`config.mk`:
```
export PLATFORM = sky130hd
export DESIGN_NAME = rso_ram
export DESIGN_NICKNAME = d
export VERILOG_FILES = /design/src/rso_ram.sv
export SDC_FILE = /design/constraint.sdc
export NUM_CORES = 1
export LEC_CHECK = 0
export BUFFER_PORTS_ARGS = -buffer_cell sky130_fd_sc_hd__buf_2
export CAP_MARGIN = 20
export CORE_MARGIN = 1.5
export CORE_UTILIZATION = 48
export CTS_CLUSTER_DIAMETER = 100
export CTS_CLUSTER_SIZE = 24
export DETAILED_ROUTE_END_ITERATION = 7
export GPL_TIMING_DRIVEN = 0
export PLACE_DENSITY = 0.7
export SETUP_SLACK_MARGIN = 0.15
export SYNTH_ARGS = -nofsm -noshare
export SYNTH_HDL_FRONTEND = slang
export SYNTH_SLANG_ARGS = --single-unit
```
`constraint.sdc`:
```
create_clock -name clk -period 1.5 [get_ports clk]
set_clock_uncertainty 0.2 [all_clocks]
set_input_delay 0.225 -clock clk [delete_from_list [all_inputs] [get_ports clk]]
set_output_delay 0.225 -clock clk [all_outputs]
set_load 0.02 [all_outputs]
```
`src/rso_ram.sv`:
```
// generic single write port ram with registered read
module rso_ram #(
  parameter int WIDTH = 8,
  parameter int DEPTH = 4
) (
  input  logic                     clk,
  input  logic                     we,
  input  logic [$clog2(DEPTH)-1:0] waddr,
  input  logic [WIDTH-1:0]         wdata,
  input  logic [$clog2(DEPTH)-1:0] raddr,
  output logic [WIDTH-1:0]         rdata
);

  logic [WIDTH-1:0] mem [DEPTH];

  always_ff @(posedge clk) begin
    if (we) begin
      mem[waddr] <= wdata;
    end
    rdata <= mem[raddr];
  end

endmodule

```
# ---- Yosys cells after proc, flatten, opt, wreduce, memory -nomap -nowiden
# Memories as Yosys holds them, arrays and structs flattened. A register that Yosys moved wholly into a read port is not among the register bits.
# Index checks and enable logic that the tools add are counted.
dict set report totals {
  inputBits 14
  output_inout_bits 8
  reg_bits 0
  wordCells 3
  mem_count 1
  ramBits 32
}
dict set report op_classes {
  mux 2
}
# name depth width rd rd_clocked_by_memory_dff write_ports line_no
set mem_list {}
lappend mem_list {mem 4 8 1 1 1 14} ;# logic [WIDTH-1:0] mem [DEPTH];
# op n
set ops {}
lappend ops {{$mux 1} 2}

# ---- Logic depth before layout (Yosys ltp)
# Gate-level depths: netlist of the first run.
dict set report depth {
  word_depth 2
  mapped_depth 2
  depth_no_buf 1
}

# ---- Worst setup path before layout of the first run
# OpenSTA, ideal clock, no wires.
dict set report synth_timing {
  kind {input to register}
  start {in waddr[0]}
  end {mem mem[0][0] (enable)}
  arrival_time_ns 0.904
  cell_stages 1
  slack_ns 0.011
  setup_ns 0.385
  path_buffers 0
  t_required_ns 0.915
  cell_sequence {nor3b_1}
}
# element line_no
set synth_rtl {}
lappend synth_rtl {{start: declaration} 8} ;# input logic [$clog2(DEPTH)-1:0] waddr,
lappend synth_rtl {{end: declaration} 14}
# No word-level cell before the write port.

# ---- Worst setup path after layout of the first run
dict set report layout_timing {
  start {reg rdata[7] (read register of mem)}
  end {out rdata[7]}
}
# element line_no
set layout_rtl {}
lappend layout_rtl {{start: declaration} 11} ;# output logic [WIDTH-1:0] rdata
# No word-level cell between the ends.

==> flow_summary.toml, run 1 <==
[yosys]
synth_nets = 68
synth_top_family_by_area = "multiplexers"
syn_area_per_cell_um2 = 25.0
synthFlopType = "edfxtp_1"
synth_edf_count = 32
synth_xor_area_share_pct = 0
synthAdderAreaFrac_pct = 0
synth_warnings = 0
yosys.cell_count.top_type = "edfxtp_1"
ys_seq_area_share_pct = 83.1
syn_inst = 54
synth_area_mm2 = 0.00135
synth_seq_cells = 40
yosys-top-cells-count = "edfxtp_1, dfxtp_1, mux4_2, and3b_1"
ys_async_sr_fraction_pct = 0
synth_top_cell_by_area = "edfxtp_1"
ys_types = 8
yosys.area_share.simple_pct = 2.32
synth_compound_gate_area_share_pct = 0
ys_top_cells_by_area = "edfxtp_1, mux4_2, dfxtp_1"
synth_top_area_share_pct = 71.2
synthMuxAreaShare_pct = 13.4

[worst_hold_path]
hold_end = "rdata[5]"
hp-class = "input pin to flip-flop"
holdCritStartpoint = "raddr[0]"
min_path_cells = 2

[timing]
setup_viol = 0
layout_setup_ws_ns = 0.260
clock.fmax_mhz = 806
worstMarginPinSlew_ns = 0.748
hold_viol = 0
rsz0062_at_grt = "no"
tns_ns = 0
maxSlewViolCount = 0
slew_headroom_pct = 49.9
period_minus_slack_ns = 1.24
fin_crit_sh_pct = 82.7

[final_layout]
drive_above_1_share_pct = 41.6
antennaDiodeCount = 0
final_cells = 120
finalNetCount = 102
multi_input_area_um2 = 216
fillers = 199
syn_to_final_growth_pct = 21.9
utilization_pct = 60.7
regArea_mm2 = 0.00112

[floorplanning]
die_y_um = 56.0
coreArea_mm2 = 0.00271
row_count = 19
ios = 22
initial_core_util_pct = 49.8
die_w_um = 56.0
die-area_mm2 = 0.00314

[critical_path]
timing.rr.end = "rdata[3]"
critPathKind = "flip-flop to primary output"
path_delay_family = "flip-flops"
cp.arrival_ns = 0.82
cp_slowest_cell = "dfxtp_1"
path_cells = "buf_2"
cp_max_fo = 1
critPathMaxStageDelay_ns = 0.33
cp_data_required_time_ns = 1.07
critPathCaptureType = "primary output"
crit_path_start_kind = "flip-flop"
critPathBufInv = 1
reg2reg_slack_ns = 0.34
timing.rr.start = "mem[3][3]"
cp_num_cells = 1
reg2reg_depth = 1

[clocking]
cts_htree_levels = 2
tritoncts = "built"
cts_buffers = 5
cts_setup_buffers = 0
cts_buffer_depth = 2
clkSinkCount = 40
cts_root_buf = "clkbuf_4"
path_clk_slew_ns = 0.11
ctsHoldBuffers = 8
cts_resized = 0
insertion_delay_ns = 0.33

[pwr]
fin_total_pwr_uw = 2090
power_density_mw_per_mm2 = 1270
cellLeakagePower_uw = 0.000596
peakVddDrop_uv = 912

[placement]
placed_cells = 104
portBuffers = 19
place_hpwl_um = 1160
gp_congestion = 0.641
preCtsSetupSlack_ns = -0.115

[grt]
grt_max_degree = 13
grt_pass1_wl_um = 3130
grt_pass1_vias = 681
grt_use_total_pct = 14.4
gr-total-overflow = 0
antenna_found_initial = 0

[routing]
vias = 617
avgViaCountPerCell = 5.14
drc = 0
ant_nets = 0
routedWlPerCell_um = 14.8
wirelength_um = 1780
first_pass_iters = 4
drt_iter0_drc = 11

[status]
status = "complete, no violations"

[run]
maxCapViolations = 0
-- kinds of logic (layout without fill, tap and decap cells) --
family | Yosys count | in the layout
flip-flops | 40 | 40
multiplexers | 8 | 8
buffers and inverters | 2 | 37
AND/OR/NAND/NOR | 4 | 4
-- layer usage --
| metal | track usage [%] | share of wire [%] | up-vias |
|---|---|---|---|
| met1 | 15.7 | 40 | 298 |
| li1 | - | - | 293 |
| met2 | 24.0 | 52 | 21 |
| met3 | 5.12 | 5.5 | 5 |
| met4 | 8.16 | 2.2 | 0 |
| met5 | 0 | 0 | - |
-- state kept, by name, indices dropped and copies added (netlist names) --
signal  cells
rdata       8
mem        32
-- report_power, final --
part           internal, uW  total (uW)  leakage [uW]  switching, uW
clock network           349         662     0.0000422            312
registers              1260        1280      0.000361           13.2
logic                  76.3         154      0.000192           77.8
total                  1690        2090      0.000596            403
-- cell type report --
| cell class | instances | area share [%] |
|---|---|---|
| flip-flops and latches | 40 | 68.2 |
| repair buffers | 27 | 10.7 |
| clock inverters | 2 | 2.13 |
| multi-input cells | 12 | 13.2 |
| clock buffers | 6 | 2.51 |
| well taps | 31 | 2.36 |
| plain buffers | 2 | 0.989 |
-- worst max path at each step --
stage	start	end	slack, ns
2_1_floorplan	waddr[0]	mem[0][0]	0.29
3_3_place_gp	waddr[0]	mem[0][6]	-0.07
3_5_place_dp	waddr[0]	mem[0][0]	-0.11
4_1_cts	rdata[7]	rdata[7]	0.24
5_1_grt	rdata[7]	rdata[7]	0.21
6_report	rdata[7]	rdata[7]	0.26
-- through the flow --
stage,area (um2),hold slack (ns)
5_1_grt,1640,0.0798
6_report,1640,0.0809
2_1_floorplan,1350,0.124
3_5_place_dp,1490,0.246
4_1_cts,1640,0.0731
3_3_place_gp,1490,0.236
-- cells in the final DEF (no fill, tap or decap) --
cell type / synthesis / layout
bufinv_16: 0 / 1
dlygate4sd3_1: 0 / 8
clkbuf_2: 1 / 1
edfxtp_1: 32 / 32
buf_6: 1 / 1
clkbuf_4: 0 / 5
dfxtp_1: 8 / 8
and3_1: 1 / 1
mux4_2: 8 / 8
clkinv_2: 0 / 1
buf_2: 0 / 19
and3b_1: 2 / 2
nor3b_2: 0 / 1
clkbuf_1: 0 / 1
(Power assumes the default switching activity.)
==> run 2: changes to the inputs <==
- CORE_UTILIZATION: 48 -> 53
- PLACE_DENSITY: 0.7 -> 0.74
- clock period: 1.5 -> 1.3 ns (I/O delays scaled with it)
==> run 2 against run 1 <==
Final cell count is 0.83% lower. Core utilization up 10 points. Critical path depth did not move. Critical endpoint is now rdata[1].
==> flow_summary.toml, run 2 (synthesis results as in run 1) <==
[clocking]
cts_buffers = 5
clkSinkCount = 40
cts_root_buf = "clkbuf_4"
path_clk_slew_ns = 0.10
insertion_delay_ns = 0.34
tritoncts = "built"
cts_buffer_depth = 2
cts_htree_levels = 2
cts_setup_buffers = 0

[critical_path]
path_cells = "buf_6"
cp_max_fo = 1
critPathMaxStageDelay_ns = 0.34
crit_path_start_kind = "flip-flop"
path_delay_family = "flip-flops"
cp.arrival_ns = 0.79
cp_data_required_time_ns = 0.90
cp_slowest_cell = "dfxtp_2"
critPathBufInv = 1
critPathKind = "flip-flop to primary output"
critPathCaptureType = "primary output"

[final_layout]
fillers = 159
drive_above_1_share_pct = 51.7
largest_register_ff_count = 32
antennaDiodeCount = 0
biggestRegsByFlops = "mem x32, rdata x8"
finalNetCount = 102
mostFrequentLayoutCell = "edfxtp_1"
syn_to_final_growth_pct = 28.1
layout_common_cells = "edfxtp_1, buf_2, buf_6"
max_flop_register = "mem"

[floorplanning]
row_count = 18
initial_core_util_pct = 55.5
die_w_um = 53.4
coreArea_mm2 = 0.00243
die-area_mm2 = 0.00286
ios = 22
die_y_um = 53.4

[timing]
period_minus_slack_ns = 1.19
rsz0062_at_grt = "yes"
clock.fmax_mhz = 841
fin_crit_sh_pct = 91.5
setup_viol = 0
slew_headroom_pct = 70.1
maxSlewViolCount = 0
worst_hold_slack_ns = 0.0389
hold_viol = 0
worstMarginPinSlew_ns = 0.448

[routing]
first_pass_iters = 4
drt_iter0_drc = 9
wirelength_um = 1900
vias = 610
avgViaCountPerCell = 5.13
drc = 0
ant_nets = 0
routedWlPerCell_um = 15.9

[pwr]
power_density_mw_per_mm2 = 1490
cellLeakagePower_uw = 0.000625
peakVddDrop_uv = 1250
fin_total_pwr_uw = 2570

[grt]
grt_pass1_vias = 622
grt_max_degree = 13
antenna_found_initial = 0
grt_use_total_pct = 15.4
gr-total-overflow = 0
grt_pass1_wl_um = 2750

[worst_hold_path]
hp-class = "input pin to flip-flop"

[status]
status = "complete, no violations"

[placement]
portBuffers = 19
gp_congestion = 0.644

[run]
maxCapViolations = 0
[run 2: changes by cell type in the layout (fill, tap and decap cells not counted), moves of 2 or more]
cell / change
buf_6: +8
dfxtp_2: +8
dfxtp_1: -8
clkbuf_8: +2
buf_2: -8
[run 2: final cells by class]
type                       instances  area, um2  area share, %
clock buffer                       7       65.1           3.77
timing repair buffer              27        225           13.0
tap                               30       37.5           2.17
buffer                             2       16.3          0.941
multi-input combinational         12        223           12.9
clock inverter                     1       30.0           1.74
sequential                        40       1130           65.5
[run 2: what timing repair did]
item                       in CTS  in global routing
setup endpoints to repair      14                 16
hold endpoints to repair       32                  0
pin swaps                       0                  0
hold buffers                    8                  0
resized for setup              24                  0
[run 2: where the power goes]
| part | switching [uW] | internal, uW |
|---|---|---|
| sequential | 21.9 | 1460 |
| combinational | 93.6 | 118 |
| clock | 365 | 511 |
| total | 480 | 2090 |
[run 2: per-stage QoR]
step	setup TNS, ns	setup slack, ns	std cells	util [%]	instance area [um2]
final	0	0.111	119	71.0	1730
after global routing	0	0.0763	119	71.0	1730
after CTS	0	0.106	119	71.0	1730
after detailed placement	-1.79	-0.0898	103	61.4	1490
after global placement	-1.71	-0.0767	103	61.4	1490
after floorplan	0	0.159	54	-	1360
[run 2: path summary, 6_finish.rpt]
kind / start / to / slack (ns) / cells past startpoint
min reg2reg: mem[2][0] / rdata[0] / 0.36 / 1
max: rdata[1] / rdata[1] / 0.11 / 1
max reg2reg: mem[3][1] / rdata[1] / 0.13 / 1
min: waddr[0] / mem[0][2] / 0.04 / 2
[run 2: routing by layer]
metal,track usage [%],routed length [um],vias to the layer above
li1,-,-,292
met1,17.0,751,291
met2,24.9,997,21
met3,6.78,107,6
met4,7.69,42,0
met5,0,0,-
